### src/hw/rtl/hig_pkg.sv
// Shared constants and controller/datapath interface types for the Halton generator.
package hig_pkg;

  // Configuration register indexes.
  localparam int unsigned CFG_IDX_W = 8;
  localparam logic [CFG_IDX_W-1:0] CFG_INV_PRIME    = 8'd0;
  localparam logic [CFG_IDX_W-1:0] CFG_START_OFFSET = 8'd1;

  // Register values after reset.
  localparam logic [31:0] INV_PRIME_RESET    = 32'h8000_0000;
  localparam logic [31:0] START_OFFSET_RESET = 32'h0000_0000;

  // Bound on the multiply loop for reciprocals at least the distance to one.
  localparam int unsigned MAX_ITER = 64;
  localparam int unsigned ITER_W   = $clog2(MAX_ITER + 1);

  // Commands from the controller to the datapath.
  typedef struct packed {
    logic load;       // take a new request, optionally reload the offset
    logic add_small;  // offset += reciprocal
    logic mul_lo;     // multiply the low chunk of h
    logic mul_hi;     // multiply the high chunk of h
    logic eval;       // assemble the product and test it against e
    logic add_big;    // offset += lasth + h - one
    logic out_load;   // load the output register
  } hig_cmd_t;

  // Status from the datapath to the controller.
  typedef struct packed {
    logic big;        // reciprocal is at least e
    logic cont;       // loop goes on after this evaluation
  } hig_status_t;

endpackage

### src/hw/rtl/hig_in_if.sv
// Request channel carrying the restart flag.
interface hig_in_if;
  logic valid;
  logic ready;
  logic restart;

  modport source (output valid, output restart, input ready);
  modport sink   (input valid, input restart, output ready);
endinterface

### src/hw/rtl/hig_out_if.sv
// Result channel carrying the new sample value.
interface hig_out_if;
  logic        valid;
  logic        ready;
  logic [31:0] sample_value;

  modport source (output valid, output sample_value, input ready);
  modport sink   (input valid, input sample_value, output ready);
endinterface

### src/hw/rtl/hig_cfg_if.sv
// Configuration write channel: register index and write data.
interface hig_cfg_if;
  logic        valid;
  logic        ready;
  logic [7:0]  index;
  logic [31:0] wdata;

  modport source (output valid, output index, output wdata, input ready);
  modport sink   (input valid, input index, input wdata, output ready);
endinterface

### src/hw/rtl/hig_ctrl.sv
// Sequencing state machine for one advance of the Halton generator.
module hig_ctrl #(
  parameter int unsigned FRAC_BITS = 32
) (
  input  logic                 clk,
  input  logic                 rst_n,
  input  logic                 in_valid,
  output logic                 in_ready,
  output logic                 out_valid,
  input  logic                 out_ready,
  output hig_pkg::hig_cmd_t    cmd,
  input  hig_pkg::hig_status_t status
);
  import hig_pkg::*;

  // Values wider than 32 bits are multiplied in two chunks.
  localparam bit TWO_CHUNK = (FRAC_BITS > 32);

  localparam logic [2:0] ST_IDLE    = 3'd0;
  localparam logic [2:0] ST_CHECK   = 3'd1;
  localparam logic [2:0] ST_MUL_LO  = 3'd2;
  localparam logic [2:0] ST_MUL_HI  = 3'd3;
  localparam logic [2:0] ST_EVAL    = 3'd4;
  localparam logic [2:0] ST_ADD_BIG = 3'd5;
  localparam logic [2:0] ST_FINISH  = 3'd6;

  logic [2:0] state_r, state_nxt;
  logic       out_valid_r, out_valid_nxt;

  assign in_ready  = (state_r == ST_IDLE);
  assign out_valid = out_valid_r;

  // Next state, commands and output valid.
  always_comb begin
    state_nxt     = state_r;
    out_valid_nxt = out_valid_r;
    cmd           = '0;
    if (out_valid_r && out_ready) begin
      out_valid_nxt = 1'b0;
    end
    unique case (state_r)
      ST_IDLE: begin
        if (in_valid) begin
          cmd.load  = 1'b1;
          state_nxt = ST_CHECK;
        end
      end
      ST_CHECK: begin
        if (status.big) begin
          state_nxt = ST_MUL_LO;
        end else begin
          cmd.add_small = 1'b1;
          state_nxt     = ST_FINISH;
        end
      end
      ST_MUL_LO: begin
        cmd.mul_lo = 1'b1;
        state_nxt  = TWO_CHUNK ? ST_MUL_HI : ST_EVAL;
      end
      ST_MUL_HI: begin
        cmd.mul_hi = 1'b1;
        state_nxt  = ST_EVAL;
      end
      ST_EVAL: begin
        cmd.eval  = 1'b1;
        state_nxt = status.cont ? ST_MUL_LO : ST_ADD_BIG;
      end
      ST_ADD_BIG: begin
        cmd.add_big = 1'b1;
        state_nxt   = ST_FINISH;
      end
      ST_FINISH: begin
        // Wait until the output register is free or being emptied.
        if (!out_valid_r || out_ready) begin
          cmd.out_load  = 1'b1;
          out_valid_nxt = 1'b1;
          state_nxt     = ST_IDLE;
        end
      end
      default: begin
        state_nxt = ST_IDLE;
      end
    endcase
  end

  // State registers.
  always_ff @(posedge clk) begin
    if (!rst_n) begin
      state_r     <= ST_IDLE;
      out_valid_r <= 1'b0;
    end else begin
      state_r     <= state_nxt;
      out_valid_r <= out_valid_nxt;
    end
  end

endmodule

### src/hw/rtl/hig_dp.sv
// Datapath: running offset, loop registers, shared multiplier and output register.
module hig_dp #(
  parameter int unsigned FRAC_BITS = 32
) (
  input  logic                 clk,
  input  logic                 rst_n,
  input  hig_pkg::hig_cmd_t    cmd,
  output hig_pkg::hig_status_t status,
  input  logic                 restart,
  input  logic [31:0]          inv_prime,
  input  logic [31:0]          start_offset,
  output logic [31:0]          sample_value
);
  import hig_pkg::*;

  localparam int unsigned F      = FRAC_BITS;
  // Q0.32 to Q0.F conversion shifts and the reverse.
  localparam int unsigned UP_IN  = (F >= 32) ? F - 32 : 0;
  localparam int unsigned DN_IN  = (F < 32) ? 32 - F : 0;
  localparam int unsigned UP_OUT = (F < 32) ? 32 - F : 0;
  localparam int unsigned DN_OUT = (F >= 32) ? F - 32 : 0;
  // Shift applied to the low-chunk product.
  localparam int unsigned SH     = (F >= 32) ? 32 : F;
  localparam logic [F:0]  ONE    = (F+1)'(1) << F;

  logic [F-1:0]      off_r, off_nxt;
  logic [F:0]        e_r;
  logic [F-1:0]      h_r;
  logic [F-1:0]      lasth_r;
  logic [ITER_W-1:0] k_r;
  logic              big_r;
  logic [63:0]       m_lo_r;
  logic [63:0]       m_hi_r;
  logic [31:0]       sample_r;

  logic [F-1:0]      inv_f;
  logic [F-1:0]      start_f;
  logic [F-1:0]      off_sel;
  logic [F:0]        e_nxt;
  logic [31:0]       mul_b;
  logic [63:0]       h_ext;
  logic [F-1:0]      prod;
  logic [ITER_W-1:0] k_inc;

  // Format conversion of the configuration registers.
  assign inv_f   = F'((64'(inv_prime) << UP_IN) >> DN_IN);
  assign start_f = F'((64'(start_offset) << UP_IN) >> DN_IN);
  // Multiplier operand: the significant 32 bits of the reciprocal.
  assign mul_b   = (F >= 32) ? inv_prime : 32'(inv_f);

  // Offset for this advance and its distance to one (never zero,
  // since the offset is always below one).
  assign off_sel = restart ? start_f : off_r;
  assign e_nxt   = ONE - {1'b0, off_sel};

  // Product assembly from the registered partial products.
  assign h_ext = 64'(h_r);
  assign prod  = F'((m_lo_r >> SH) + m_hi_r);
  assign k_inc = k_r + ITER_W'(1);

  assign status.big  = big_r;
  assign status.cont = ({1'b0, prod} >= e_r) && (k_inc < ITER_W'(MAX_ITER));

  // Offset update.
  always_comb begin
    off_nxt = off_r;
    if (cmd.load) begin
      off_nxt = off_sel;
    end else if (cmd.add_small) begin
      off_nxt = off_r + inv_f;
    end else if (cmd.add_big) begin
      off_nxt = off_r + lasth_r + h_r;
    end
  end

  // Running offset is the only state that reset clears.
  always_ff @(posedge clk) begin
    if (!rst_n) begin
      off_r <= '0;
    end else begin
      off_r <= off_nxt;
    end
  end

  // Loop registers, multiplier and output register.
  always_ff @(posedge clk) begin
    if (cmd.load) begin
      e_r     <= e_nxt;
      big_r   <= ({1'b0, inv_f} >= e_nxt);
      h_r     <= inv_f;
      lasth_r <= inv_f;
      k_r     <= '0;
    end
    if (cmd.mul_lo) begin
      lasth_r <= h_r;
      m_lo_r  <= h_ext[31:0] * mul_b;
      m_hi_r  <= '0;
    end
    if (cmd.mul_hi) begin
      m_hi_r <= h_ext[63:32] * mul_b;
    end
    if (cmd.eval) begin
      h_r <= prod;
      k_r <= k_inc;
    end
    if (cmd.out_load) begin
      sample_r <= 32'((64'(off_r) >> DN_OUT) << UP_OUT);
    end
  end

  assign sample_value = sample_r;

endmodule

### src/hw/rtl/halton_incremental_generator.sv
// Top level of the incremental Halton generator: configuration registers and core.
//
//   Channel   Dir   Payload                      Transfer
//   in_chan   in    restart (1)                  valid & ready
//   out_chan  out   sample_value (32, Q0.32)     valid & ready
//   cfg_chan  in    index (8), wdata (32)        valid & ready, always ready
//
// A request whose reciprocal adds directly goes from the check state to the finish
// state; otherwise it runs loop iterations of multiply and evaluate, then the add,
// then the finish (when FRAC_BITS > 32 the one 32x32 multiplier works on h in two
// chunks, low then high). Reset clears the running offset and sets the registers
// to one half and zero. A stalled result holds in the output register; the next
// request is taken meanwhile and waits at its end for the register to free.
module halton_incremental_generator #(
  parameter int unsigned FRAC_BITS = 32
) (
  input  logic      clk,
  input  logic      rst_n,
  hig_in_if.sink    in_chan,
  hig_out_if.source out_chan,
  hig_cfg_if.sink   cfg_chan
);
  import hig_pkg::*;

  logic [31:0] inv_prime_r;
  logic [31:0] start_offset_r;
  hig_cmd_t    cmd;
  hig_status_t status;

  // Configuration writes are always taken.
  assign cfg_chan.ready = 1'b1;

  always_ff @(posedge clk) begin
    if (!rst_n) begin
      inv_prime_r    <= INV_PRIME_RESET;
      start_offset_r <= START_OFFSET_RESET;
    end else if (cfg_chan.valid) begin
      unique case (cfg_chan.index)
        CFG_INV_PRIME:    inv_prime_r    <= cfg_chan.wdata;
        CFG_START_OFFSET: start_offset_r <= cfg_chan.wdata;
        default: ;
      endcase
    end
  end

  // Controller.
  hig_ctrl #(
    .FRAC_BITS(FRAC_BITS)
  ) u_ctrl (
    .clk       (clk),
    .rst_n     (rst_n),
    .in_valid  (in_chan.valid),
    .in_ready  (in_chan.ready),
    .out_valid (out_chan.valid),
    .out_ready (out_chan.ready),
    .cmd       (cmd),
    .status    (status)
  );

  // Datapath.
  hig_dp #(
    .FRAC_BITS(FRAC_BITS)
  ) u_dp (
    .clk          (clk),
    .rst_n        (rst_n),
    .cmd          (cmd),
    .status       (status),
    .restart      (in_chan.restart),
    .inv_prime    (inv_prime_r),
    .start_offset (start_offset_r),
    .sample_value (out_chan.sample_value)
  );

endmodule

### src/flat_wrapper.sv
// flat-port wrapper written by rule: the top's interface ports become plain ports
module halton_incremental_generator_flat import hig_pkg::*;
#(
  parameter int unsigned FRAC_BITS = 32
)
  (clk, rst_n, in_chan_valid, in_chan_restart, in_chan_ready, out_chan_valid, out_chan_sample_value, out_chan_ready, cfg_chan_valid, cfg_chan_index, cfg_chan_wdata, cfg_chan_ready);
  hig_in_if in_chan_i ();
  hig_out_if out_chan_i ();
  hig_cfg_if cfg_chan_i ();
  input  logic clk;
  input  logic rst_n;
  input wire logic [$bits(in_chan_i.valid)-1:0] in_chan_valid;
  input wire logic [$bits(in_chan_i.restart)-1:0] in_chan_restart;
  output wire logic [$bits(in_chan_i.ready)-1:0] in_chan_ready;
  output wire logic [$bits(out_chan_i.valid)-1:0] out_chan_valid;
  output wire logic [$bits(out_chan_i.sample_value)-1:0] out_chan_sample_value;
  input wire logic [$bits(out_chan_i.ready)-1:0] out_chan_ready;
  input wire logic [$bits(cfg_chan_i.valid)-1:0] cfg_chan_valid;
  input wire logic [$bits(cfg_chan_i.index)-1:0] cfg_chan_index;
  input wire logic [$bits(cfg_chan_i.wdata)-1:0] cfg_chan_wdata;
  output wire logic [$bits(cfg_chan_i.ready)-1:0] cfg_chan_ready;
  assign in_chan_i.valid = in_chan_valid;
  assign in_chan_i.restart = in_chan_restart;
  assign in_chan_ready = in_chan_i.ready;
  assign out_chan_valid = out_chan_i.valid;
  assign out_chan_sample_value = out_chan_i.sample_value;
  assign out_chan_i.ready = out_chan_ready;
  assign cfg_chan_i.valid = cfg_chan_valid;
  assign cfg_chan_i.index = cfg_chan_index;
  assign cfg_chan_i.wdata = cfg_chan_wdata;
  assign cfg_chan_ready = cfg_chan_i.ready;
  halton_incremental_generator #(.FRAC_BITS(FRAC_BITS)) u_core (.clk(clk), .rst_n(rst_n), .in_chan(in_chan_i), .out_chan(out_chan_i), .cfg_chan(cfg_chan_i));
endmodule
### config.mk
export PLATFORM = sky130hd
export DESIGN_NAME = halton_incremental_generator_flat
export DESIGN_NICKNAME = d
export VERILOG_FILES = /design/src/hw/rtl/hig_pkg.sv /design/src/hw/rtl/hig_in_if.sv /design/src/hw/rtl/hig_out_if.sv /design/src/hw/rtl/hig_cfg_if.sv /design/src/hw/rtl/hig_ctrl.sv /design/src/hw/rtl/hig_dp.sv /design/src/hw/rtl/halton_incremental_generator.sv /design/src/flat_wrapper.sv
export SDC_FILE = /design/constraint.sdc
export NUM_CORES = 2
export LEC_CHECK = 0
export BUFFER_PORTS_ARGS = -buffer_cell sky130_fd_sc_hd__buf_4
export CAP_MARGIN = 40
export CORE_MARGIN = 10
export CORE_UTILIZATION = 30
export DETAILED_ROUTE_END_ITERATION = 10
export MAX_ROUTING_LAYER = met4
export PLACE_DENSITY = 0.44
export REMOVE_ABC_BUFFERS = 1
export SLEW_MARGIN = 20
export SYNTH_ARGS = -nofsm -noshare
export SYNTH_HDL_FRONTEND = slang
export SYNTH_SLANG_ARGS = --single-unit
### constraint.sdc
create_clock -name clk -period 16.5 [get_ports clk]
set_input_delay 2.475 -clock clk [delete_from_list [all_inputs] [get_ports clk]]
set_output_delay 2.475 -clock clk [all_outputs]
set_load 0.005 [all_outputs]
==> out/results.txt <==
status -> finished clean
CTS H-tree depth -> 2
TritonCTS Sinks -> 269
effective utilization at floorplan -> 30.2%
Crit Path Category -> flip-flop to flip-flop
pre-CTS WS -> 7.74 ns
Reg clk slew, reported paths -> 0.06 ns
Post-CTS Setup Inserts -> 0
DR WL/cell -> 21.1 um
measured slew at the worst slew-check pin -> 0.869 ns
largest net degree at the start of global routing -> 65
TritonCTS Buffers -> 35
Critical Path Fanout Max -> 26
Top delay family on crit path -> adder cells
drt drc -> 0
R2R depth -> 24
Worst-Skew Late Latency -> 0.57 ns
multi-input logic area -> 36800 sq um
final setup fails -> 0
clk buf depth -> 3
RSZ-0062 raised after global routing -> false
number of synthesized flops with an enable pin -> 169
hold path depth -> 2
number of routed nets with antenna violations -> 0
initial antenna violation count -> 5
startpoint types -> flip-flop
Critical Path Slowest Stage Cell -> dfxtp_1
clk_skew -> 0.0278 ns
Synth Cell Area -> 48600 sq um
maxcap violations -> 0
register bit total from synthesis -> 269
Netlist cell types -> 87
DR vias/cell -> 4.73
Routed WL -> 155 mm
I/O pin cnt -> 81
CTS root buf -> clkbuf_16
# rows -> 147
R2R Path Start -> u_core.inv_prime_r[9]
Critical Path Sink Type -> flip-flop
fmax -> 0.117 GHz
global route overflow -> 0
sequential fraction of the synthesis area -> 14.6%
share of cells above drive strength 1 -> 6.41%
number of global-route vias before repair -> 37.4k
synthesized area per cell -> 9.35 sq um
CP arrival -> 8.86 ns
Final TNS setup -> 0 ns
Worst R2R End -> u_core.u_dp.m_lo_r[62]
Area after DPL -> 51700 sq um
DRT Pass-1 Iters -> 5
Hold Fails Final Rpt -> 0
Resize count post-CTS -> 0
max-slew violation count -> 0
Layout area overhead -> 9.09%
crit-path cells -> buf_4, and2_1, fa_1, fa_1, inv_1, fa_1, fa_1, inv_1, fa_1, fa_1, fa_1, fa_1, ha_1, nand2_1, o21ai_0, and4_1, a31oi_1, clkbuf_4, nor4_2, or2_2, a21oi_1, o21ai_1, a31oi_1, xnor2_1
R2R Setup Slk -> 7.94 ns
Final min period -> 8.56 ns
CP max stage delay -> 0.79 ns
CTS tree -> built
die area -> 178000 sq um
hold slack -> 0.457 ns
first-pass GRT wire length -> 238 mm
hold endpoint -> u_core.inv_prime_r[28]
Core ar. -> 161000 sq um
Final nets -> 6501
Leak -> 25.3 nW
synth top area cells -> fa_1 (38%), edfxtp_1 (10%), ha_1 (10%)
via count -> 34.7k
critical path's most frequent cell -> fa_1
Post-synth top flop -> edfxtp_1
design area -> 53000 sq um
Tightest Hold Check Type -> flip-flop to flip-flop
Max VDD drop -> 0.0650 mV
hold_buf cts -> 0
PD cells -> 52.5 nW/um^2
Die H -> 422 um
All-Layer GR Usage -> 17.8%
fraction of registers with async set/reset -> 0%
IO Port Bufs -> 79
slack of the critical path -> 7.94 ns
drt initial violations -> 1820
WP data required -> 16.80 ns
Yosys warnings -> 0
Fill cells -> 16.9k
hpwl dp -> 119 mm
GP Congestion -> 0.843
chip width -> 422 um
crit path buf inv count -> 4
register area -> 7090 sq um
min-delay src -> u_core.inv_prime_r[28]
Gate Count Post-Synth -> 5191
Slew HR -> 42.0%
share of the synthesized area in the top cell type -> 38.3%
largest area contributor in the synthesized netlist -> fa_1
final period utilization -> 51.9%
## cell families (layout without fill, tap and decap cells)
group / Yosys count / after routing / share of synthesized area (%)
simple gates: 1660 / 1660 / 17.1
mux: 65 / 65 / 1.45
fa+ha+maj: 1315 / 1315 / 48.2
xor+xnor: 126 / 126 / 2.27
other cells: 1 / 3 / 0.00772
flops: 269 / 269 / 14.6
compound gates: 508 / 508 / 6.66
buf+inv: 1247 / 1223 / 9.68
## power by group
group | switching [W] | internal [W]
sequential | 0.0000841 | 0.000797
clock | 0.000333 | 0.000515
combinational | 0.000693 | 0.000358
total | 0.00111 | 0.00167
## registers in the layout (all words and copies together), names as in the netlist
| name | flops |
|---|---|
| u_core.u_dp.off_r | 32 |
| u_core.inv_prime_r | 32 |
| u_core.u_dp.m_lo_r | 32 |
| u_core.u_dp.lasth_r | 32 |
| u_core.u_dp.h_r | 32 |
| u_core.u_ctrl.out_valid | 1 |
| u_core.u_dp.sample_value | 32 |
| u_core.start_offset_r | 32 |
| u_core.u_ctrl.state_r | 3 |
| u_core.u_dp.k_r | 7 |
| u_core.u_dp.e_r | 33 |
| u_core.u_dp.big_r | 1 |
## cell usage after synthesis (all sizes together), types with 6 or more instances
library cell / count
a211oi: 13
a21o: 60
a21oi: 210
a221oi: 19
a31oi: 22
a41oi: 6
and2: 619
and3: 22
buf: 7
clkbuf: 262
dfxtp: 100
edfxtp: 169
fa: 928
ha: 387
inv: 977
mux2: 41
mux2i: 24
nand2: 723
nand2b: 23
nand3: 40
nand4: 19
nor2: 110
nor2b: 23
nor3: 33
nor3b: 7
nor4: 10
o211ai: 12
o21a: 12
o21ai: 77
o21bai: 14
o221ai: 10
o22ai: 6
or2: 11
or3: 7
xnor2: 87
xor2: 39
## stage by stage
| stage | total power, W | util, % | instances |
|---|---|---|---|
| floorplan | 0.00150 | - | 4922 |
| global placement | 0.00194 | 32.1 | 7253 |
| detailed placement | 0.00195 | 32.2 | 7261 |
| CTS | 0.00281 | 32.9 | 7325 |
| global route | 0.00294 | 32.9 | 7327 |
| finish | 0.00278 | 33.0 | 7329 |
## how the worst max path moves through the flow
stage,slack (ns),cells past startpoint,from,end
2_1_floorplan,9.08,26,u_core.u_dp.h_r[16],u_core.u_dp.m_lo_r[62]
4_1_cts,7.71,23,u_core.inv_prime_r[9],u_core.u_dp.m_lo_r[49]
5_1_grt,7.35,27,u_core.u_dp.h_r[11],u_core.u_dp.m_lo_r[58]
3_5_place_dp,7.74,23,u_core.inv_prime_r[9],u_core.u_dp.m_lo_r[49]
3_3_place_gp,7.77,25,u_core.u_dp.h_r[10],u_core.u_dp.m_lo_r[62]
6_report,7.94,24,u_core.inv_prime_r[9],u_core.u_dp.m_lo_r[62]
## worst register-to-register path, delay by kind of cell (launching register included)
family          cells  cell delay [ns]
fa+ha+maj           9             4.29
simple gates        5             1.34
compound gates      5             0.93
buf+inv             4             0.81
flops               1             0.79
xor+xnor            1             0.14
## per-layer routing
| layer | track usage (%) | share of wire, % | up-vias |
|---|---|---|---|
| met3 | 1.25 | 2.8 | 118 |
| met5 | - | 0 | - |
| met4 | 2.62 | 1.7 | 0 |
| li1 | - | - | 15900 |
| met2 | 31.2 | 51 | 544 |
| met1 | 22.9 | 45 | 18100 |
## cells in the final DEF, fill, tap and decap left out, types with 14 or more instances in the layout
cell / instances
a221oi_1: 17
nand4_1: 18
inv_1: 977
xor2_1: 39
o21ai_0: 69
nor2_1: 108
edfxtp_1: 169
nand2_1: 722
ha_1: 387
nand3_1: 40
a21oi_1: 209
and3_1: 19
nand2b_1: 21
buf_4: 171
xnor2_1: 87
mux2_2: 41
nor3_1: 29
o21bai_1: 14
mux2i_1: 23
clkbuf_16: 36
fa_1: 928
a21o_1: 59
dfxtp_1: 92
nor2b_1: 21
and2_1: 619
a31oi_1: 22
## cell type report
class / count / share of cell area, %
multi-input cells: 3675 / 69.5
clock inverters: 16 / 0.470
repair buffers: 181 / 2.73
well taps: 2160 / 5.10
diodes: 2 / 0.00945
clock buffers: 48 / 1.86
flip-flops and latches: 269 / 13.4
inverters: 978 / 6.93
Power figures use the tool's default switching activity.
